--- src/rtl/wpsp_pkg.sv ---
// WAV PCM stream parser: shared types and constants.
// No dependencies; compiled first.
`default_nettype none

package wpsp_pkg;

    localparam logic [31:0] TAG_RIFF = 32'h4646_4952;
    localparam logic [31:0] TAG_WAVE = 32'h4556_4157;
    localparam logic [31:0] TAG_FMT  = 32'h2074_6D66;
    localparam logic [31:0] TAG_DATA = 32'h6174_6164;
    localparam logic [15:0] PCM_CODE = 16'd1;
    localparam logic [15:0] MAX_CHANNELS = 16'd2;

    localparam logic [1:0] KIND_SAMPLE = 2'd0;
    localparam logic [1:0] KIND_FORMAT = 2'd1;
    localparam logic [1:0] KIND_ERROR  = 2'd2;

    localparam logic [2:0] ERR_NOT_PCM   = 3'd0;
    localparam logic [2:0] ERR_CHANNELS  = 3'd1;
    localparam logic [2:0] ERR_NOT_RIFF  = 3'd2;
    localparam logic [2:0] ERR_NOT_WAVE  = 3'd3;
    localparam logic [2:0] ERR_NO_FMT    = 3'd4;
    localparam logic [2:0] ERR_BAD_WIDTH = 3'd5;

    typedef struct packed {
        logic [1:0]  kind;
        logic [15:0] sample_word;
        logic        channel;
        logic [31:0] frame_index;
        logic        last;
        logic [1:0]  chan_count;
        logic [4:0]  sample_bits;
        logic [31:0] rate_hz;
        logic [31:0] bytes_per_sec;
        logic [31:0] frame_total;
        logic [31:0] audio_offset;
        logic [2:0]  error_code;
    } t_result;

endpackage

`default_nettype wire

--- src/rtl/wpsp_stream_if.sv ---
// Valid/ready channel interfaces for the WAV parser: byte input and result output.
// No dependencies.
`default_nettype none

interface wpsp_byte_if;
    logic       valid;
    logic       ready;
    logic [7:0] file_byte;
    logic       start_of_file;

    modport source (output valid, output file_byte, output start_of_file, input ready);
    modport sink   (input valid, input file_byte, input start_of_file, output ready);
endinterface

interface wpsp_result_if;
    logic        valid;
    logic        ready;
    logic [1:0]  kind;
    logic [15:0] sample_word;
    logic        channel;
    logic [31:0] frame_index;
    logic        last;
    logic [1:0]  chan_count;
    logic [4:0]  sample_bits;
    logic [31:0] rate_hz;
    logic [31:0] bytes_per_sec;
    logic [31:0] frame_total;
    logic [31:0] audio_offset;
    logic [2:0]  error_code;

    modport source (
        output valid, input ready,
        output kind, output sample_word, output channel, output frame_index, output last,
        output chan_count, output sample_bits, output rate_hz, output bytes_per_sec,
        output frame_total, output audio_offset, output error_code
    );
    modport sink (
        input valid, output ready,
        input kind, input sample_word, input channel, input frame_index, input last,
        input chan_count, input sample_bits, input rate_hz, input bytes_per_sec,
        input frame_total, input audio_offset, input error_code
    );
endinterface

`default_nettype wire

--- src/rtl/wav_pcm_stream_parser_top.sv ---
// WAV PCM stream parser top level: byte channel in, result channel out.
// Depends on wpsp_pkg, wpsp_stream_if, wpsp_core, wpsp_out_reg.
//
//   channel   dir  payload                                        transfer
//   i_in      in   file_byte, start_of_file                       valid & ready
//   o_out     out  kind, sample, frame, format and error fields   valid & ready
//
// One byte per cycle; a result appears on o_out the cycle after its byte transfer.
// Only a sample's last byte or the last byte of a (chunk) header can give a result.
// i_in.ready drops only while a result is held and o_out.ready is low.
// Synchronous active-low reset returns to the header phase at byte 0.
`default_nettype none

module wav_pcm_stream_parser_top (
    input  wire logic     i_clk,
    input  wire logic     i_rst_n,
    wpsp_byte_if.sink     i_in,
    wpsp_result_if.source o_out
);

    logic              take;
    logic              res_valid;
    wpsp_pkg::t_result res;
    wpsp_pkg::t_result out_res;
    logic              in_ready;

    assign i_in.ready = in_ready;
    assign take       = i_in.valid && in_ready;

    wpsp_core u_core (
        .i_clk           (i_clk),
        .i_rst_n         (i_rst_n),
        .i_take          (take),
        .i_file_byte     (i_in.file_byte),
        .i_start_of_file (i_in.start_of_file),
        .o_res_valid     (res_valid),
        .o_res           (res)
    );

    wpsp_out_reg u_out_reg (
        .i_clk       (i_clk),
        .i_rst_n     (i_rst_n),
        .i_take      (take),
        .i_res_valid (res_valid),
        .i_res       (res),
        .i_out_ready (o_out.ready),
        .o_in_ready  (in_ready),
        .o_out_valid (o_out.valid),
        .o_out       (out_res)
    );

    assign o_out.kind          = out_res.kind;
    assign o_out.sample_word   = out_res.sample_word;
    assign o_out.channel       = out_res.channel;
    assign o_out.frame_index   = out_res.frame_index;
    assign o_out.last          = out_res.last;
    assign o_out.chan_count    = out_res.chan_count;
    assign o_out.sample_bits   = out_res.sample_bits;
    assign o_out.rate_hz       = out_res.rate_hz;
    assign o_out.bytes_per_sec = out_res.bytes_per_sec;
    assign o_out.frame_total   = out_res.frame_total;
    assign o_out.audio_offset  = out_res.audio_offset;
    assign o_out.error_code    = out_res.error_code;

    a_ready_when_empty: assert property (@(posedge i_clk) disable iff (!i_rst_n)
        !o_out.valid |-> i_in.ready)
        else $error("input stalled with empty result register");

    a_reset_empties: assert property (@(posedge i_clk)
        !i_rst_n |=> !o_out.valid)
        else $error("result valid after reset");

    a_last_is_sample: assert property (@(posedge i_clk) disable iff (!i_rst_n)
        (o_out.valid && o_out.last) |-> (o_out.kind == wpsp_pkg::KIND_SAMPLE))
        else $error("last flag on a non-sample result");

    a_error_code_range: assert property (@(posedge i_clk) disable iff (!i_rst_n)
        (o_out.valid && o_out.kind == wpsp_pkg::KIND_ERROR)
            |-> (o_out.error_code <= wpsp_pkg::ERR_BAD_WIDTH))
        else $error("error code out of range");

endmodule

`default_nettype wire

--- src/rtl/wpsp_core.sv ---
// WAV parser state: header capture and checks, chunk walk, sample unpacking.
// Depends on wpsp_pkg. One byte per accepted transfer, result decided combinationally.
`default_nettype none

module wpsp_core (
    input  wire logic             i_clk,
    input  wire logic             i_rst_n,
    input  wire logic             i_take,
    input  wire logic [7:0]       i_file_byte,
    input  wire logic             i_start_of_file,
    output logic                  o_res_valid,
    output wpsp_pkg::t_result     o_res
);

    localparam logic [2:0] PH_HEADER = 3'd0;
    localparam logic [2:0] PH_CHUNK  = 3'd1;
    localparam logic [2:0] PH_SKIP   = 3'd2;
    localparam logic [2:0] PH_DATA   = 3'd3;
    localparam logic [2:0] PH_IDLE   = 3'd4;

    localparam logic [31:0] POS_RIFF  = 32'd3;
    localparam logic [31:0] POS_WAVE  = 32'd11;
    localparam logic [31:0] POS_FMT   = 32'd15;
    localparam logic [31:0] POS_PCM   = 32'd21;
    localparam logic [31:0] POS_CHAN  = 32'd23;
    localparam logic [31:0] POS_RATE  = 32'd27;
    localparam logic [31:0] POS_BRATE = 32'd31;
    localparam logic [31:0] POS_WIDTH = 32'd35;

    localparam logic [2:0] FS_TAG_END  = 3'd3;
    localparam logic [2:0] FS_HDR_LAST = 3'd7;

    logic [2:0]  r_phase, n_phase, s_phase;
    logic [31:0] r_pos, n_pos, s_pos;
    logic [2:0]  r_fs, n_fs, s_fs;
    logic        r_stereo, n_stereo, s_stereo;
    logic        r_chan_ok, n_chan_ok, s_chan_ok;
    logic [31:0] r_rate, n_rate, s_rate;
    logic [31:0] r_brate, n_brate, s_brate;
    logic        r_wide, n_wide, s_wide;
    logic        r_ck_riff, n_ck_riff, s_ck_riff;
    logic        r_ck_wave, n_ck_wave, s_ck_wave;
    logic        r_ck_fmt, n_ck_fmt, s_ck_fmt;
    logic        r_ck_pcm, n_ck_pcm, s_ck_pcm;
    logic        r_ck_data, n_ck_data, s_ck_data;
    logic [31:0] r_tag, n_tag, s_tag;
    logic [31:0] r_remain, n_remain, s_remain;
    logic [31:0] r_left, n_left, s_left;
    logic [31:0] r_count, n_count, s_count;
    logic [7:0]  r_hold, n_hold, s_hold;
    logic        r_toggle, n_toggle, s_toggle;

    logic [15:0] half;
    logic [31:0] total;
    logic        frame_end;
    logic        width_ok;

    always_comb begin
        // start_of_file restarts from the reset state before this byte is used
        if (i_start_of_file) begin
            s_phase = PH_HEADER; s_pos = '0; s_fs = '0; s_stereo = 1'b0; s_chan_ok = 1'b0;
            s_rate = '0; s_brate = '0; s_wide = 1'b0; s_ck_riff = 1'b0; s_ck_wave = 1'b0;
            s_ck_fmt = 1'b0; s_ck_pcm = 1'b0; s_ck_data = 1'b0; s_tag = '0; s_remain = '0;
            s_left = '0; s_count = '0; s_hold = '0; s_toggle = 1'b0;
        end else begin
            s_phase = r_phase; s_pos = r_pos; s_fs = r_fs; s_stereo = r_stereo;
            s_chan_ok = r_chan_ok; s_rate = r_rate; s_brate = r_brate; s_wide = r_wide;
            s_ck_riff = r_ck_riff; s_ck_wave = r_ck_wave; s_ck_fmt = r_ck_fmt;
            s_ck_pcm = r_ck_pcm; s_ck_data = r_ck_data; s_tag = r_tag; s_remain = r_remain;
            s_left = r_left; s_count = r_count; s_hold = r_hold; s_toggle = r_toggle;
        end
    end

    always_comb begin
        n_phase = s_phase; n_fs = s_fs; n_stereo = s_stereo; n_chan_ok = s_chan_ok;
        n_rate = s_rate; n_brate = s_brate; n_wide = s_wide; n_ck_riff = s_ck_riff;
        n_ck_wave = s_ck_wave; n_ck_fmt = s_ck_fmt; n_ck_pcm = s_ck_pcm; n_ck_data = s_ck_data;
        n_remain = s_remain; n_left = s_left; n_count = s_count; n_hold = s_hold;
        n_toggle = s_toggle;
        n_tag = {i_file_byte, s_tag[31:8]};
        n_pos = s_pos + 32'd1;
        half = n_tag[31:16];
        width_ok = (half == 16'd8) || (half == 16'd16);
        frame_end = s_toggle || !s_stereo;
        total = n_tag;
        if (s_wide && s_stereo) begin
            total = {2'b00, n_tag[31:2]};
        end else if (s_wide || s_stereo) begin
            total = {1'b0, n_tag[31:1]};
        end
        o_res_valid = 1'b0;
        o_res = '0;

        case (s_phase)
            PH_HEADER: begin
                if (s_pos == POS_RIFF && n_tag == wpsp_pkg::TAG_RIFF) n_ck_riff = 1'b1;
                if (s_pos == POS_WAVE && n_tag == wpsp_pkg::TAG_WAVE) n_ck_wave = 1'b1;
                if (s_pos == POS_FMT && n_tag == wpsp_pkg::TAG_FMT) n_ck_fmt = 1'b1;
                if (s_pos == POS_PCM && half == wpsp_pkg::PCM_CODE) n_ck_pcm = 1'b1;
                if (s_pos == POS_CHAN) begin
                    n_chan_ok = (half != 16'd0) && (half <= wpsp_pkg::MAX_CHANNELS);
                    n_stereo = (half == wpsp_pkg::MAX_CHANNELS);
                end
                if (s_pos == POS_RATE) n_rate = n_tag;
                if (s_pos == POS_BRATE) n_brate = n_tag;
                if (s_pos == POS_WIDTH) begin
                    n_wide = (half == 16'd16);
                    o_res.kind = wpsp_pkg::KIND_ERROR;
                    o_res_valid = 1'b1;
                    n_phase = PH_IDLE;
                    if (!s_ck_pcm) begin
                        o_res.error_code = wpsp_pkg::ERR_NOT_PCM;
                    end else if (!s_chan_ok) begin
                        o_res.error_code = wpsp_pkg::ERR_CHANNELS;
                    end else if (!s_ck_riff) begin
                        o_res.error_code = wpsp_pkg::ERR_NOT_RIFF;
                    end else if (!s_ck_wave) begin
                        o_res.error_code = wpsp_pkg::ERR_NOT_WAVE;
                    end else if (!s_ck_fmt) begin
                        o_res.error_code = wpsp_pkg::ERR_NO_FMT;
                    end else if (!width_ok) begin
                        o_res.error_code = wpsp_pkg::ERR_BAD_WIDTH;
                    end else begin
                        o_res = '0;
                        o_res_valid = 1'b0;
                        n_phase = PH_CHUNK;
                        n_fs = '0;
                    end
                end
            end
            PH_CHUNK: begin
                if (s_fs == FS_TAG_END) n_ck_data = (n_tag == wpsp_pkg::TAG_DATA);
                if (s_fs != FS_HDR_LAST) begin
                    n_fs = s_fs + 3'd1;
                end else begin
                    n_fs = '0;
                    if (!s_ck_data) begin
                        n_remain = n_tag;
                        n_phase = (n_tag == 32'd0) ? PH_CHUNK : PH_SKIP;
                    end else begin
                        n_left = total;
                        n_count = '0;
                        n_toggle = 1'b0;
                        n_phase = (total == 32'd0) ? PH_IDLE : PH_DATA;
                        o_res_valid = 1'b1;
                        o_res.kind = wpsp_pkg::KIND_FORMAT;
                        o_res.chan_count = s_stereo ? 2'd2 : 2'd1;
                        o_res.sample_bits = s_wide ? 5'd16 : 5'd8;
                        o_res.rate_hz = s_rate;
                        o_res.bytes_per_sec = s_brate;
                        o_res.frame_total = total;
                        o_res.audio_offset = n_pos;
                    end
                end
            end
            PH_SKIP: begin
                n_remain = s_remain - 32'd1;
                if (n_remain == 32'd0) begin
                    n_phase = PH_CHUNK;
                    n_fs = '0;
                end
            end
            PH_DATA: begin
                if (s_wide && s_fs == 3'd0) begin
                    n_hold = i_file_byte;
                    n_fs = 3'd1;
                end else begin
                    n_fs = '0;
                    o_res_valid = 1'b1;
                    o_res.kind = wpsp_pkg::KIND_SAMPLE;
                    o_res.sample_word = s_wide ? {i_file_byte, s_hold} : {8'd0, i_file_byte};
                    o_res.channel = s_toggle;
                    o_res.frame_index = s_count;
                    o_res.last = frame_end && (s_left == 32'd1);
                    if (frame_end) begin
                        n_toggle = 1'b0;
                        n_count = s_count + 32'd1;
                        n_left = s_left - 32'd1;
                        if (s_left == 32'd1) n_phase = PH_IDLE;
                    end else begin
                        n_toggle = 1'b1;
                    end
                end
            end
            default: begin
            end
        endcase
    end

    always_ff @(posedge i_clk) begin
        if (!i_rst_n) begin
            r_phase <= PH_HEADER; r_pos <= '0; r_fs <= '0; r_stereo <= 1'b0;
            r_chan_ok <= 1'b0; r_rate <= '0; r_brate <= '0; r_wide <= 1'b0;
            r_ck_riff <= 1'b0; r_ck_wave <= 1'b0; r_ck_fmt <= 1'b0; r_ck_pcm <= 1'b0;
            r_ck_data <= 1'b0; r_tag <= '0; r_remain <= '0; r_left <= '0; r_count <= '0;
            r_hold <= '0; r_toggle <= 1'b0;
        end else if (i_take) begin
            r_phase <= n_phase; r_pos <= n_pos; r_fs <= n_fs; r_stereo <= n_stereo;
            r_chan_ok <= n_chan_ok; r_rate <= n_rate; r_brate <= n_brate; r_wide <= n_wide;
            r_ck_riff <= n_ck_riff; r_ck_wave <= n_ck_wave; r_ck_fmt <= n_ck_fmt;
            r_ck_pcm <= n_ck_pcm; r_ck_data <= n_ck_data; r_tag <= n_tag;
            r_remain <= n_remain; r_left <= n_left; r_count <= n_count; r_hold <= n_hold;
            r_toggle <= n_toggle;
        end
    end

endmodule

`default_nettype wire

--- src/rtl/wpsp_out_reg.sv ---
// Result register between parser logic and the output channel.
// Depends on wpsp_pkg. Refills in the same cycle the held result is taken.
`default_nettype none

module wpsp_out_reg (
    input  wire logic              i_clk,
    input  wire logic              i_rst_n,
    input  wire logic              i_take,
    input  wire logic              i_res_valid,
    input  wire wpsp_pkg::t_result i_res,
    input  wire logic              i_out_ready,
    output logic                   o_in_ready,
    output logic                   o_out_valid,
    output wpsp_pkg::t_result      o_out
);

    logic              r_valid;
    wpsp_pkg::t_result r_res;

    assign o_in_ready  = !r_valid || i_out_ready;
    assign o_out_valid = r_valid;
    assign o_out       = r_res;

    always_ff @(posedge i_clk) begin
        if (!i_rst_n) begin
            r_valid <= 1'b0;
        end else if (i_take) begin
            r_valid <= i_res_valid;
        end else if (i_out_ready) begin
            r_valid <= 1'b0;
        end
    end

    always_ff @(posedge i_clk) begin
        if (i_take && i_res_valid) begin
            r_res <= i_res;
        end
    end

endmodule

`default_nettype wire

--- src/flat_wrapper.sv ---
// flat-port wrapper written by rule: the top's interface ports become plain ports
module wav_pcm_stream_parser_top_flat 
  (i_clk, i_rst_n, i_in_valid, i_in_file_byte, i_in_start_of_file, i_in_ready, o_out_valid, o_out_ready, o_out_kind, o_out_sample_word, o_out_channel, o_out_frame_index, o_out_last, o_out_chan_count, o_out_sample_bits, o_out_rate_hz, o_out_bytes_per_sec, o_out_frame_total, o_out_audio_offset, o_out_error_code);
  wpsp_byte_if i_in_i ();
  wpsp_result_if o_out_i ();
  input  wire logic i_clk;
  input  wire logic i_rst_n;
  input wire logic [$bits(i_in_i.valid)-1:0] i_in_valid;
  input wire logic [$bits(i_in_i.file_byte)-1:0] i_in_file_byte;
  input wire logic [$bits(i_in_i.start_of_file)-1:0] i_in_start_of_file;
  output wire logic [$bits(i_in_i.ready)-1:0] i_in_ready;
  output wire logic [$bits(o_out_i.valid)-1:0] o_out_valid;
  input wire logic [$bits(o_out_i.ready)-1:0] o_out_ready;
  output wire logic [$bits(o_out_i.kind)-1:0] o_out_kind;
  output wire logic [$bits(o_out_i.sample_word)-1:0] o_out_sample_word;
  output wire logic [$bits(o_out_i.channel)-1:0] o_out_channel;
  output wire logic [$bits(o_out_i.frame_index)-1:0] o_out_frame_index;
  output wire logic [$bits(o_out_i.last)-1:0] o_out_last;
  output wire logic [$bits(o_out_i.chan_count)-1:0] o_out_chan_count;
  output wire logic [$bits(o_out_i.sample_bits)-1:0] o_out_sample_bits;
  output wire logic [$bits(o_out_i.rate_hz)-1:0] o_out_rate_hz;
  output wire logic [$bits(o_out_i.bytes_per_sec)-1:0] o_out_bytes_per_sec;
  output wire logic [$bits(o_out_i.frame_total)-1:0] o_out_frame_total;
  output wire logic [$bits(o_out_i.audio_offset)-1:0] o_out_audio_offset;
  output wire logic [$bits(o_out_i.error_code)-1:0] o_out_error_code;
  assign i_in_i.valid = i_in_valid;
  assign i_in_i.file_byte = i_in_file_byte;
  assign i_in_i.start_of_file = i_in_start_of_file;
  assign i_in_ready = i_in_i.ready;
  assign o_out_valid = o_out_i.valid;
  assign o_out_i.ready = o_out_ready;
  assign o_out_kind = o_out_i.kind;
  assign o_out_sample_word = o_out_i.sample_word;
  assign o_out_channel = o_out_i.channel;
  assign o_out_frame_index = o_out_i.frame_index;
  assign o_out_last = o_out_i.last;
  assign o_out_chan_count = o_out_i.chan_count;
  assign o_out_sample_bits = o_out_i.sample_bits;
  assign o_out_rate_hz = o_out_i.rate_hz;
  assign o_out_bytes_per_sec = o_out_i.bytes_per_sec;
  assign o_out_frame_total = o_out_i.frame_total;
  assign o_out_audio_offset = o_out_i.audio_offset;
  assign o_out_error_code = o_out_i.error_code;
  wav_pcm_stream_parser_top u_core (.i_clk(i_clk), .i_rst_n(i_rst_n), .i_in(i_in_i), .o_out(o_out_i));
endmodule
--- config.mk ---
export PLATFORM = sky130hd
export DESIGN_NAME = wav_pcm_stream_parser_top_flat
export DESIGN_NICKNAME = d
export VERILOG_FILES = /design/src/rtl/wpsp_pkg.sv /design/src/rtl/wpsp_stream_if.sv /design/src/rtl/wav_pcm_stream_parser_top.sv /design/src/rtl/wpsp_core.sv /design/src/rtl/wpsp_out_reg.sv /design/src/flat_wrapper.sv
export SDC_FILE = /design/constraint.sdc
export NUM_CORES = 1
export LEC_CHECK = 0
export BUFFER_PORTS_ARGS = -buffer_cell sky130_fd_sc_hd__buf_2
export CAP_MARGIN = 20
export CELL_PAD_IN_SITES_DETAIL_PLACEMENT = 0
export CELL_PAD_IN_SITES_GLOBAL_PLACEMENT = 2
export CORE_MARGIN = 10
export CORE_UTILIZATION = 37
export CTS_BUF_LIST = sky130_fd_sc_hd__clkbuf_16
export CTS_CLUSTER_DIAMETER = 120
export CTS_CLUSTER_SIZE = 8
export DETAILED_ROUTE_END_ITERATION = 7
export HOLD_SLACK_MARGIN = 0.02
export PLACE_DENSITY_LB_ADDON = 0.15
export SLEW_MARGIN = 5
export SYNTH_ARGS = -nofsm -noshare
export SYNTH_HDL_FRONTEND = slang
export SYNTH_SLANG_ARGS = --single-unit
--- constraint.sdc ---
create_clock -name i_clk -period 36.4 [get_ports i_clk]
set_clock_uncertainty 0.1 [all_clocks]
set_input_delay 10.92 -clock i_clk [delete_from_list [all_inputs] [get_ports i_clk]]
set_output_delay 10.92 -clock i_clk [all_outputs]
set_load 0.02 [all_outputs]
### Word level (Yosys, flattened, before mapping)

Cells that the tools add are included.

* flip-flop bits (word level): 438
* output and inout port bits: 192
* logic and storage cells: 213
* input port bits: 13

* equality and inequality tests: 22
* mux-type cells: 125
* $add $sub $neg: 5
* order comparisons: 1
* reductions and logical operators: 26

Operator list (count)
* two-way mux 187 bit: 6
* two-way mux 32 bit: 23
* two-way mux 135 bit: 2
* one-hot mux 135 bit (2 select lines): 1
* one-hot mux 32 bit (2 select lines): 3
* two-way mux 190 bit: 1
* == test 32 x 5 -> 1 bit, second input constant: 4
* one-hot mux 50 bit (2 select lines): 1
* == test 32 x 31 -> 1 bit, second input constant: 3
* logical NOT 32 bit: 3
* two-way mux 3 bit: 31
* adder 32 x 1 -> 32 bit, second input constant: 2
* == test 32 x 4 -> 1 bit, second input constant: 2
* subtractor 32 x 1 -> 32 bit, second input constant: 2
* two-way mux 50 bit: 1
* two-way mux 1 bit: 44
* == test 32 x 1 -> 1 bit, second input constant: 1
* == test 32 x 2 -> 1 bit, second input constant: 1
* == test 32 x 30 -> 1 bit, second input constant: 1
* == test 32 x 6 -> 1 bit, second input constant: 1
* two-way mux 8 bit: 3
* one-hot mux 3 bit (4 select lines): 2
* == test 16 x 1 -> 1 bit, second input constant: 1
* == test 16 x 2 -> 1 bit, second input constant: 1
* 22 further kinds: 39

### Depth between registers and ports, before layout

Gate-level depths: netlist of run 1.

* word-level depth: 12
* gate-level depth with buffers: 18
* mapped depth without buffers: 13

### Hierarchy

From an unflattened synthesis of run 1, not the netlist that was laid out.

* cell total of the unflattened synthesis: 2405
* area total of the unflattened synthesis: 21491.9 um^2

By module, submodules not included
* wpsp_core: sequential area each 4784.6 um^2, instances 1, cells each 2209, area each 15728.8 um^2
* wpsp_out_reg: sequential area each 5725.5 um^2, instances 1, cells each 195, area each 5756.8 um^2
* wav_pcm_stream_parser_top: sequential area each 0.0 um^2, instances 1, cells each 1, area each 6.3 um^2

### Least setup slack after synthesis of run 1

No wires, ideal clock.

* kind: input to register
* start point: in i_in_start_of_file
* end point: reg u_core.u_out_reg.r_res (netlist bit u_core.u_out_reg.o_out[0]) (enable)
* required time: 35228 ps
* data arrival time: 28291 ps
* path slack: 6938 ps
* setup time: 1072 ps
* buffers on the path: 6
* stages: 16
* path through: buf_2 inv_1 clkbuf_1 clkbuf_1 buf_1 buf_1 nand2_1 inv_1 ha_1 clkbuf_1 nand2b_1 or4_1 nor4_1 nor2b_1 nor2_1 a311oi_1

* word-level cells in the longest chain between the ends: 12
* elaborated cells between the ends (all ways): 33
* classes of those cells: eq/ne: 6; mux: 22; reduce/logical: 5

RTL lines
* start, declared: RTL line flat_wrapper.sv:10 `input wire logic [$bits(i_in_i.start_of_file)-1:0] i_in_start_of_file;`
* two-way mux 32 bit: RTL line wpsp_core.sv:60 `if (i_start_of_file) begin`
* == test 16 x 4 -> 1 bit or == test 16 x 5 -> 1 bit (tied branches): RTL line wpsp_core.sv:83 `width_ok = (half == 16'd8) || (half == 16'd16);`
* logical OR 1 bit: RTL line wpsp_core.sv:83
* two-way mux 1 bit: RTL line wpsp_core.sv:121 `end else if (!width_ok) begin`
* two-way mux 1 bit: RTL line wpsp_core.sv:119 `end else if (!s_ck_fmt) begin`
* two-way mux 1 bit: RTL line wpsp_core.sv:117 `end else if (!s_ck_wave) begin`
* two-way mux 1 bit: RTL line wpsp_core.sv:115 `end else if (!s_ck_riff) begin`
* two-way mux 1 bit: RTL line wpsp_core.sv:113 `end else if (!s_chan_ok) begin`
* two-way mux 1 bit: RTL line wpsp_core.sv:111 `if (!s_ck_pcm) begin`
* two-way mux 1 bit: RTL line wpsp_core.sv:106 `if (s_pos == POS_WIDTH) begin`
* one-hot mux 1 bit (3 select lines) *: RTL line wpsp_core.sv:94 `case (s_phase)`
* logical AND 1 bit *: RTL line wpsp_out_reg.sv:35 `if (i_take && i_res_valid) begin`
* end signal, assigned: RTL line wpsp_out_reg.sv:36 `r_res <= i_res;`
* end, declared: RTL line wpsp_out_reg.sv:18 `wpsp_pkg::t_result r_res;`

Every way passes the cells marked *; elsewhere a longest branch is shown, timed or not.
A chain may end at the register's enable or synchronous reset.

### Worst setup path in the final report of run 1

* start point: in o_out_ready
* end point: out i_in_ready

* word-level cells in the longest chain between the ends: 1

RTL lines
* start, declared: RTL line flat_wrapper.sv:13 `input wire logic [$bits(o_out_i.ready)-1:0] o_out_ready;`
* logical OR 1 bit: RTL line wpsp_out_reg.sv:20 `assign o_in_ready = !r_valid || i_out_ready;`
* end, declared: RTL line flat_wrapper.sv:11 `output wire logic [$bits(i_in_i.ready)-1:0] i_in_ready;`

No other way between the ends.

==> impl_results.html, run 1 <==
<table>
<tr><th>Metric</th><th>Value</th></tr>
<tr><th colspan="2">Critical path</th></tr>
<tr><td>Number of cell instances on the worst register-to-register path</td><td>11</td></tr>
<tr><td>Critical path's most frequent cell</td><td>buf_2</td></tr>
<tr><td>CP Capture Point</td><td>i_in_ready</td></tr>
<tr><td>Launch point of the worst path</td><td>o_out_ready</td></tr>
<tr><td>Crit-path max FO</td><td>4</td></tr>
<tr><td>Startpoint of the worst-slack reg-to-reg timing path</td><td>u_core.u_core.r_pos[0]</td></tr>
<tr><td>Reg-to-Reg End</td><td>u_core.u_out_reg.o_out[182]</td></tr>
<tr><td>List of cells traversed by the critical path</td><td>buf_2, nand2b_1, buf_2</td></tr>
<tr><td>CP Capture Type</td><td>primary output</td></tr>
<tr><td>Arrival time worst endpoint</td><td>11.41 ns</td></tr>
<tr><td>Delay of the slowest cell on the worst path</td><td>0.20 ns</td></tr>
<tr><td>Data required time of the worst path</td><td>25.38 ns</td></tr>
<tr><td>Register-to-Register Setup Slack</td><td>31.49 ns</td></tr>
<tr><td>Crit start category</td><td>primary input</td></tr>
<tr><td>Master of the slowest instance on the critical path</td><td>nand2b_1</td></tr>
<tr><td>Critical path class</td><td>primary input to primary output</td></tr>
<tr><th colspan="2">Power</th></tr>
<tr><td>Highest ir drop seen on vdd</td><td>30.5 µV</td></tr>
<tr><td>Total power density per cell area</td><td>approximately 44 nW/µm²</td></tr>
<tr><td>Static leakage power</td><td>0.00941 µW</td></tr>
<tr><th colspan="2">Yosys</th></tr>
<tr><td>Synth Flop Type</td><td>dfxtp_1</td></tr>
<tr><td>Flip-flop and latch count after synthesis</td><td>427</td></tr>
<tr><td>Xor and xnor fraction of the mapped netlist area</td><td>0.0207</td></tr>
<tr><td>Count of flip-flops with a built-in enable after synthesis</td><td>roughly 190</td></tr>
<tr><td>Distinct cells, synth</td><td>83</td></tr>
<tr><td>Count of synthesis-stage warnings from yosys</td><td>0</td></tr>
<tr><td>Compound-Gate Fraction of Synth Area</td><td>0.193</td></tr>
<tr><td>Syn avg cell area</td><td>9.01 µm²</td></tr>
<tr><td>Combinational family with the most area after synthesis</td><td>simple AND/OR/NAND/NOR gates</td></tr>
<tr><td>Share of cell area taken by muxes after synthesis</td><td>0.00330</td></tr>
<tr><td>Adder-cell area share of the yosys netlist</td><td>0.00637</td></tr>
<tr><td>Post-synthesis instance area</td><td>21600 µm²</td></tr>
<tr><td>Share of the yosys chip area belonging to registers</td><td>0.482</td></tr>
<tr><td>Synthesized instance count</td><td>2399</td></tr>
<tr><td>Fraction of registers with async set/reset</td><td>0</td></tr>
<tr><td>Simple-Gate Fraction of Synth Area</td><td>0.251</td></tr>
<tr><th colspan="2">Routing</th></tr>
<tr><td>Residual DRC count</td><td>56</td></tr>
<tr><td>Total Routed Length</td><td>73.7 mm</td></tr>
<tr><td>DRC violation total after the first TritonRoute iteration</td><td>between 1500 and 2000</td></tr>
<tr><td>Average wire length per cell after detail routing</td><td>22.3 µm</td></tr>
<tr><td>Total number of vias</td><td>18700</td></tr>
<tr><td>Antenna Nets Post-Route</td><td>0</td></tr>
<tr><td>Initial DRT Pass Iterations</td><td>8</td></tr>
<tr><td>Vias per inst</td><td>~5.7</td></tr>
<tr><th colspan="2">Global routing</th></tr>
<tr><td>GRT overflow</td><td>0</td></tr>
<tr><td>Number of global-route vias before repair</td><td>~18000</td></tr>
<tr><td>Maximum number of pins on one net before global-route repair</td><td>151</td></tr>
<tr><td>First-pass GRT wire length</td><td>112 mm</td></tr>
<tr><td>GR Util All Layers</td><td>0.209</td></tr>
<tr><td>Antenna violations before repair</td><td>4</td></tr>
<tr><th colspan="2">Timing</th></tr>
<tr><td>Max-slew headroom at the worst pin</td><td>0.280</td></tr>
<tr><td>Final Slew Violations</td><td>0</td></tr>
<tr><td>Post-route setup TNS</td><td>0 ns</td></tr>
<tr><td>Final period utilization</td><td>0.616</td></tr>
<tr><td>Slew @ Worst Pin</td><td>approximately 1.1 ns</td></tr>
<tr><td>RSZ-0062 raised after global routing</td><td>false</td></tr>
<tr><td>Final critical delay including setup and external delays</td><td>22.43 ns</td></tr>
<tr><td>Final Hold Violating Endpoints</td><td>0</td></tr>
<tr><td>Fmax</td><td>0.0446 GHz</td></tr>
<tr><td>Count of final setup violators</td><td>0</td></tr>
<tr><th colspan="2">Floorplan</th></tr>
<tr><td>Chip Height</td><td>262 µm</td></tr>
<tr><td>Standard-cell rows</td><td>88</td></tr>
<tr><td>Width of the chip</td><td>between 200 and 300 µm</td></tr>
<tr><td>Number of top-level design ports</td><td>approximately 210</td></tr>
<tr><td>Core Area</td><td>57800 µm²</td></tr>
<tr><td>Starting density of the core</td><td>0.374</td></tr>
<tr><td>Full die area</td><td>68500 µm²</td></tr>
<tr><th colspan="2">Clocking</th></tr>
<tr><td>Total clock sinks</td><td>between 400 and 500</td></tr>
<tr><td>CTS H-tree depth</td><td>2</td></tr>
<tr><td>Post-CTS Hold Buffers</td><td>0</td></tr>
<tr><td>Number of buffers added for setup after CTS</td><td>0</td></tr>
<tr><td>Clock root cell</td><td>clkbuf_16</td></tr>
<tr><td>Clock latency of the later-clocked register in the worst-skew pair</td><td>0.65 ns</td></tr>
<tr><td>Longest Clk Path Bufs</td><td>3</td></tr>
<tr><td>Number of resized instances in the post-cts repair step</td><td>0</td></tr>
<tr><td>TritonCTS clock tree</td><td>yes</td></tr>
<tr><td>Register clock-pin slew on the reported worst setup and hold paths</td><td>0.05 ns</td></tr>
<tr><td>Number of buffers created by CTS</td><td>59</td></tr>
<tr><th colspan="2">Run status</th></tr>
<tr><td>Failing checks</td><td>design-rule violations</td></tr>
<tr><td>Status</td><td>finished with violations</td></tr>
<tr><th colspan="2">Cells and area</th></tr>
<tr><td>Signed area change from the synthesized netlist to the final layout</td><td>15.0%</td></tr>
<tr><td>Nets</td><td>2515</td></tr>
<tr><td>Final instance area</td><td>24800 µm²</td></tr>
<tr><td>Layout cells sized above 1</td><td>0.134</td></tr>
<tr><th colspan="2">Placed design</th></tr>
<tr><td>Total half-perimeter wirelength after legalization and detailed placement</td><td>48.8 mm</td></tr>
<tr><td>Placed cell areas</td><td>around 23000 µm²</td></tr>
<tr><td>Placer Congestion</td><td>slightly below 0.9</td></tr>
<tr><td>Port Buf Inserts</td><td>between 200 and 250</td></tr>
<tr><th colspan="2">Min path</th></tr>
<tr><td>Tightest Hold Check Type</td><td>flop to flop</td></tr>
<tr><th colspan="2">Flow run</th></tr>
<tr><td>Max_cap viols</td><td>0</td></tr>
</table>
-- worst max-delay path, delay by kind of cell --
kind                   cells  cell delay, ns
buffers and inverters      2            0.29
AND/OR/NAND/NOR            1            0.20
-- synthesized netlist by cell type, types with 38 or more instances --
cell type  instances  share of area
a21boi_0          71          0.025
a21oi_1          114          0.026
a22oi_1           96          0.033
and2_1           137          0.040
clkbuf_1         166          0.029
dfxtp_1          240           0.22
edfxtp_1         187           0.26
nand2_1          255          0.044
nand3_1           38         0.0088
nor2_1           176          0.031
nor2b_1          137          0.040
nor3_1            74          0.017
nor4_1            45          0.013
o21ai_0          168          0.039
xnor2_1           39          0.016
-- worst min-delay path by stage --
| stage | startpoint | to | slack, ns | depth (start not counted) |
|---|---|---|---|---|
| floorplan | u_core.u_core.r_count[31] | u_core.u_core.r_count[31] | 0.32 | 1 |
| global placement | u_core.u_core.r_count[16] | u_core.u_core.r_count[16] | 0.35 | 1 |
| detailed placement | u_core.u_core.r_count[31] | u_core.u_core.r_count[31] | 0.35 | 1 |
| CTS | u_core.u_core.r_count[31] | u_core.u_core.r_count[31] | 0.36 | 1 |
| global route | u_core.u_core.r_count[31] | u_core.u_core.r_count[31] | 0.39 | 1 |
| finish | u_core.u_core.r_count[31] | u_core.u_core.r_count[31] | 0.36 | 1 |
-- cells by family after synthesis --
family                   Yosys count
multiplexers                       7
AO/OA/AOI/OAI                    628
AND/OR/NAND/NOR                 1037
XOR/XNOR                          51
buffers and inverters            237
flip-flops                       427
other                              1
adder cells (fa/ha/maj)           11
-- report_power, final --
part | internal [µW] | switching, µW
logic | 22.4 | 49.9
clock network | 291 | 219
registers | 499 | 5.62
total | 813 | 274
-- through the flow --
stage	worst slack (ns)	instances	hold slack (ns)	utilization	total power [µW]
after floorplan	6.94	2401	0.325	-	564
after global placement	13.95	3193	0.352	0.399	586
after detailed placement	13.96	3194	0.355	0.400	586
after CTS	13.96	3300	0.362	0.430	1100
after global routing	13.94	3302	0.388	0.430	1130
final	13.97	3302	0.360	0.430	1090
-- routing by layer --
layer  up-vias  wire length [µm]  track usage
met4         0              1500       0.0544
met1      9145             34400        0.300
met3        85              4780       0.0337
li1       8909                 -            -
met5         -                 0            0
met2       573             33000        0.323
-- final cells by class --
type	count	area (µm²)
inverters	33	124
fillers	5784	33000
diodes	1	2.50
flip-flops and latches	427	10400
well taps	765	957
clock buffers	59	1480
repair buffers	233	1270
clock inverters	47	258
multi-input cells	1737	10300
-- registers in the layout (all words and copies together) (netlist names), 8 cells and up --
name and cells:
u_core.u_core.r_hold 8, u_core.u_core.r_count 32, u_core.u_core.r_brate 32, u_core.u_core.r_remain 32, u_core.u_core.r_pos 32, u_core.u_core.r_tag 24
u_core.u_core.r_rate 32, u_core.u_out_reg.o_out 187, u_core.u_core.r_left 32
-- placed cells by master (no fill, tap or decap), types with 8 or more instances in the layout --
master     instances
nand2_1          254
dfxtp_1          240
buf_2            199
edfxtp_1         187
nor2_1           176
o21ai_0          168
nor2b_1          137
and2_1           137
a21oi_1          114
a22oi_1           96
inv_1             74
nor3_1            72
a21boi_0          71
clkbuf_16         59
nor4_1            45
xnor2_1           39
nand3_1           37
or3_1             33
nand4_1           33
and3_1            31
buf_4             31
a222oi_1          24
a31oi_1           23
xor2_1            12
or4_1             11
ha_1              11
nand2b_1          10
o21a_1            10
a211oi_1           9
o211a_1            9
nor3b_1            8
a221oi_1           8
o211ai_1           8
o31ai_1            8
a32oi_1            8
(Power assumes the default switching activity.)
==> run 2, diff against run 1 <==
--- a/config.mk
+++ b/config.mk
@@ -5,12 +5,13 @@
 export SDC_FILE = /design/constraint.sdc
 export NUM_CORES = 1
 export LEC_CHECK = 0
+export ABC_AREA = 1
 export BUFFER_PORTS_ARGS = -buffer_cell sky130_fd_sc_hd__buf_2
 export CAP_MARGIN = 20
 export CELL_PAD_IN_SITES_DETAIL_PLACEMENT = 0
 export CELL_PAD_IN_SITES_GLOBAL_PLACEMENT = 2
 export CORE_MARGIN = 10
-export CORE_UTILIZATION = 37
+export CORE_UTILIZATION = 31
 export CTS_BUF_LIST = sky130_fd_sc_hd__clkbuf_16
 export CTS_CLUSTER_DIAMETER = 120
 export CTS_CLUSTER_SIZE = 8
==> constraint.sdc (replaced) <==
create_clock -name i_clk -period 20 [get_ports i_clk]
set_clock_uncertainty 0.1 [all_clocks]
set_input_delay 6 -clock i_clk [delete_from_list [all_inputs] [get_ports i_clk]]
set_output_delay 6 -clock i_clk [all_outputs]
set_load 0.02 [all_outputs]
==> run 2 against run 1 <==
The run now ends clean; sequential power rose by 85%; combinational power increased to 3.2 times the previous value; synthesized cell count up 35%; worst setup slack worse by 6.5 ns; first-iteration DRC count is 2.4% higher; critical path depth grew 1; register-to-register slack worse by 16 ns; synthesized area is 9.1% higher; clock power is 86% higher; die area up 28%; utilization down 7.3 points; via count up 20%; critical path type unchanged.
==> impl_results.html, run 2 <==
<table>
<tr><th>Metric</th><th>Value</th></tr>
<tr><th colspan="2">Critical path</th></tr>
<tr><td>Crit-path max FO</td><td>3</td></tr>
<tr><td>Reg-to-Reg End</td><td>u_core.u_out_reg.o_out[149]</td></tr>
<tr><td>Register-to-Register Setup Slack</td><td>15.35 ns</td></tr>
<tr><td>Data required time of the worst path</td><td>approximately 14 ns</td></tr>
<tr><td>Number of cell instances on the worst register-to-register path</td><td>11</td></tr>
<tr><td>Startpoint of the worst-slack reg-to-reg timing path</td><td>u_core.u_core.r_phase[0]</td></tr>
<tr><td>Launch point of the worst path</td><td>o_out_ready</td></tr>
<tr><td>CP Capture Type</td><td>primary output</td></tr>
<tr><td>Critical path class</td><td>primary input to primary output</td></tr>
<tr><td>Arrival time worst endpoint</td><td>about 6.4 ns</td></tr>
<tr><td>Crit start category</td><td>primary input</td></tr>
<tr><td>CP Capture Point</td><td>i_in_ready</td></tr>
<tr><th colspan="2">Clocking</th></tr>
<tr><td>Number of resized instances in the post-cts repair step</td><td>0</td></tr>
<tr><td>Register clock-pin slew on the reported worst setup and hold paths</td><td>around 0.050 ns</td></tr>
<tr><td>Clock root cell</td><td>clkbuf_16</td></tr>
<tr><td>Number of buffers added for setup after CTS</td><td>0</td></tr>
<tr><td>TritonCTS clock tree</td><td>yes</td></tr>
<tr><td>Number of buffers created by CTS</td><td>59</td></tr>
<tr><td>Post-CTS Hold Buffers</td><td>0</td></tr>
<tr><td>CTS H-tree depth</td><td>2</td></tr>
<tr><td>Longest Clk Path Bufs</td><td>3</td></tr>
<tr><td>Clock latency of the later-clocked register in the worst-skew pair</td><td>0.67 ns</td></tr>
<tr><td>Total clock sinks</td><td>427</td></tr>
<tr><th colspan="2">Placed design</th></tr>
<tr><td>Placer Congestion</td><td>0.883</td></tr>
<tr><td>Port Buf Inserts</td><td>between 200 and 250</td></tr>
<tr><td># placed instances</td><td>4265</td></tr>
<tr><td>Total half-perimeter wirelength after legalization and detailed placement</td><td>62.1 mm</td></tr>
<tr><th colspan="2">Yosys</th></tr>
<tr><td>Area fraction of the dominant cell type after synthesis</td><td>0.238</td></tr>
<tr><td>Most used standard cell by instance count after synthesis</td><td>nand2_1</td></tr>
<tr><td>Count of synthesis-stage warnings from yosys</td><td>0</td></tr>
<tr><td>Adder-cell area share of the yosys netlist</td><td>0.00584</td></tr>
<tr><td>Xor and xnor fraction of the mapped netlist area</td><td>0.0119</td></tr>
<tr><td>Distinct cells, synth</td><td>between 50 and 60</td></tr>
<tr><td>Dominant cell type by area after synthesis</td><td>edfxtp_1</td></tr>
<tr><td>Combinational family with the most area after synthesis</td><td>simple AND/OR/NAND/NOR gates</td></tr>
<tr><td>Fraction of registers with async set/reset</td><td>0</td></tr>
<tr><td>Count of flip-flops with a built-in enable after synthesis</td><td>187</td></tr>
<tr><td>Simple-Gate Fraction of Synth Area</td><td>0.254</td></tr>
<tr><td>Synth Flop Type</td><td>dfxtp_1</td></tr>
<tr><td>Compound-Gate Fraction of Synth Area</td><td>0.175</td></tr>
<tr><td>Flip-flop and latch count after synthesis</td><td>approximately 430</td></tr>
<tr><td>Commonest cells in the synthesized netlist</td><td>nand2_1, nor2_1, inv_1, o21ai_0, dfxtp_1</td></tr>
<tr><td>Synth area leaders</td><td>edfxtp_1, dfxtp_1, nand2_1, nor2_1, inv_1</td></tr>
<tr><td>Syn avg cell area</td><td>7.27 µm²</td></tr>
<tr><td>Synthesized instance count</td><td>3242</td></tr>
<tr><td>Share of the yosys chip area belonging to registers</td><td>0.442</td></tr>
<tr><td>Post-synthesis instance area</td><td>23600 µm²</td></tr>
<tr><td>Share of cell area taken by muxes after synthesis</td><td>0</td></tr>
<tr><th colspan="2">Power</th></tr>
<tr><td>Tot Pwr</td><td>between 2000 and 2500 µW</td></tr>
<tr><td>Total power density per cell area</td><td>78.3 nW/µm²</td></tr>
<tr><td>Highest ir drop seen on vdd</td><td>65.8 µV</td></tr>
<tr><td>Static leakage power</td><td>0.0109 µW</td></tr>
<tr><th colspan="2">Routing</th></tr>
<tr><td>Total number of vias</td><td>approximately 23000</td></tr>
<tr><td>DRC violation total after the first TritonRoute iteration</td><td>1839</td></tr>
<tr><td>Initial DRT Pass Iterations</td><td>6</td></tr>
<tr><td>Average wire length per cell after detail routing</td><td>approximately 21 µm</td></tr>
<tr><td>Vias per inst</td><td>between 5 and 6</td></tr>
<tr><td>Antenna Nets Post-Route</td><td>0</td></tr>
<tr><td>Residual DRC count</td><td>0</td></tr>
<tr><td>Total Routed Length</td><td>90.7 mm</td></tr>
<tr><th colspan="2">Cells and area</th></tr>
<tr><td>Fin cells</td><td>around 4400</td></tr>
<tr><td>Area occupied by multi-input gates</td><td>10600 µm²</td></tr>
<tr><td>Storage element area</td><td>about 10000 µm²</td></tr>
<tr><td>Diode insertion count for antenna repair</td><td>0</td></tr>
<tr><td>Signed area change from the synthesized netlist to the final layout</td><td>14.5%</td></tr>
<tr><td>Commonest cells after routing, fill and taps aside</td><td>nand2_1, inv_1, nor2_1</td></tr>
<tr><td>Most common library cell in the layout ignoring fill and taps</td><td>nand2_1</td></tr>
<tr><td>Largest register by flop count</td><td>u_core.u_out_reg.o_out</td></tr>
<tr><td>Layout cells sized above 1</td><td>0.112</td></tr>
<tr><td>Filler Cell Count</td><td>8007</td></tr>
<tr><td>Flip-flop count of the largest register after layout</td><td>~190</td></tr>
<tr><td>Nets</td><td>3373</td></tr>
<tr><th colspan="2">Timing</th></tr>
<tr><td>Post-route setup TNS</td><td>0 ns</td></tr>
<tr><td>Final critical delay including setup and external delays</td><td>12.52 ns</td></tr>
<tr><td>Fmax</td><td>0.0799 GHz</td></tr>
<tr><td>Max-slew headroom at the worst pin</td><td>0.275</td></tr>
<tr><td>RSZ-0062 raised after global routing</td><td>false</td></tr>
<tr><td>Slew @ Worst Pin</td><td>1.09 ns</td></tr>
<tr><td>Final Slew Violations</td><td>0</td></tr>
<tr><td>Final period utilization</td><td>0.626</td></tr>
<tr><td>Final Hold Violating Endpoints</td><td>0</td></tr>
<tr><td>Count of final setup violators</td><td>0</td></tr>
<tr><th colspan="2">Floorplan</th></tr>
<tr><td>Starting density of the core</td><td>0.312</td></tr>
<tr><td>Chip Height</td><td>296 µm</td></tr>
<tr><td>Number of top-level design ports</td><td>about 200</td></tr>
<tr><td>Standard-cell rows</td><td>approximately 100</td></tr>
<tr><td>Width of the chip</td><td>~300 µm</td></tr>
<tr><td>Core Area</td><td>75700 µm²</td></tr>
<tr><td>Full die area</td><td>87500 µm²</td></tr>
<tr><th colspan="2">Global routing</th></tr>
<tr><td>GR Util All Layers</td><td>0.201</td></tr>
<tr><td>Maximum number of pins on one net before global-route repair</td><td>approximately 110</td></tr>
<tr><td>GRT overflow</td><td>0</td></tr>
<tr><td>Number of global-route vias before repair</td><td>~21000</td></tr>
<tr><td>First-pass GRT wire length</td><td>137 mm</td></tr>
<tr><td>Antenna violations before repair</td><td>1</td></tr>
<tr><th colspan="2">Run status</th></tr>
<tr><td>Status</td><td>completed</td></tr>
<tr><th colspan="2">Flow run</th></tr>
<tr><td>Max_cap viols</td><td>0</td></tr>
<tr><th colspan="2">Min path</th></tr>
<tr><td>Tightest Hold Check Type</td><td>flop to flop</td></tr>
</table>
-- run 2: layer usage --
metal | up-vias | global-route usage | part of all wire
met5 | - | 0 | 0
met4 | 0 | 0.0536 | 0.023
met3 | 114 | 0.0277 | 0.058
met2 | 674 | 0.323 | 0.46
met1 | 10800 | 0.279 | 0.46
li1 | 11000 | - | -
-- run 2: report_power, final --
group          internal (µW)  total [µW]  switching (µW)
clock                    529         947             417
sequential               923         934            11.0
combinational           57.8         234             176
-- run 2: cell type report --
| type | count | area share |
|---|---|---|
| multi-input combinational | 2165 | 0.391 |
| sequential | 427 | 0.386 |
| inverter | 465 | 0.0655 |
| clock buffer | 59 | 0.0547 |
| timing repair buffer | 231 | 0.0481 |
| tap | 978 | 0.0453 |
| clock inverter | 45 | 0.00927 |
-- run 2: per-stage QoR --
stage	area, µm²	worst slack (ns)	utilization	hold WS, ns
after floorplan	23600	7.24	-	0.341
after global placement	25200	7.43	0.333	0.351
after detailed placement	25300	7.48	0.334	0.355
after CTS	27000	7.48	0.356	0.364
after global routing	27000	7.42	0.357	0.378
final	27000	7.48	0.357	0.362
-- run 2: cells by family (layout without fill, tap and decap cells) --
group	after synthesis	after routing
AND/OR/NAND/NOR	1408	1408
AO/OA/AOI/OAI	711	711
buffers and inverters	652	800
flip-flops	427	427
XOR/XNOR	32	32
adder cells (fa/ha/maj)	11	11
other	1	3
-- run 2: how the worst min path moves through the flow --
stage                                         start                   endpoint  slack, ns  depth (start not counted)
after floorplan             u_core.u_core.r_left[3]    u_core.u_core.r_left[3]       0.34                          2
after global placement     u_core.u_core.r_brate[2]   u_core.u_core.r_brate[2]       0.35                          2
after detailed placement  u_core.u_core.r_brate[21]  u_core.u_core.r_brate[21]       0.36                          2
after CTS                  u_core.u_core.r_rate[18]   u_core.u_core.r_rate[18]       0.36                          2
after global routing      u_core.u_core.r_brate[19]  u_core.u_core.r_brate[19]       0.38                          2
final                      u_core.u_core.r_brate[5]   u_core.u_core.r_brate[5]       0.36                          2
-- run 2: critical path, stage by stage --
cell and delay (ns):
buf_2 0.10, inv_1 0.04, nand2_1 0.10, buf_2 0.19
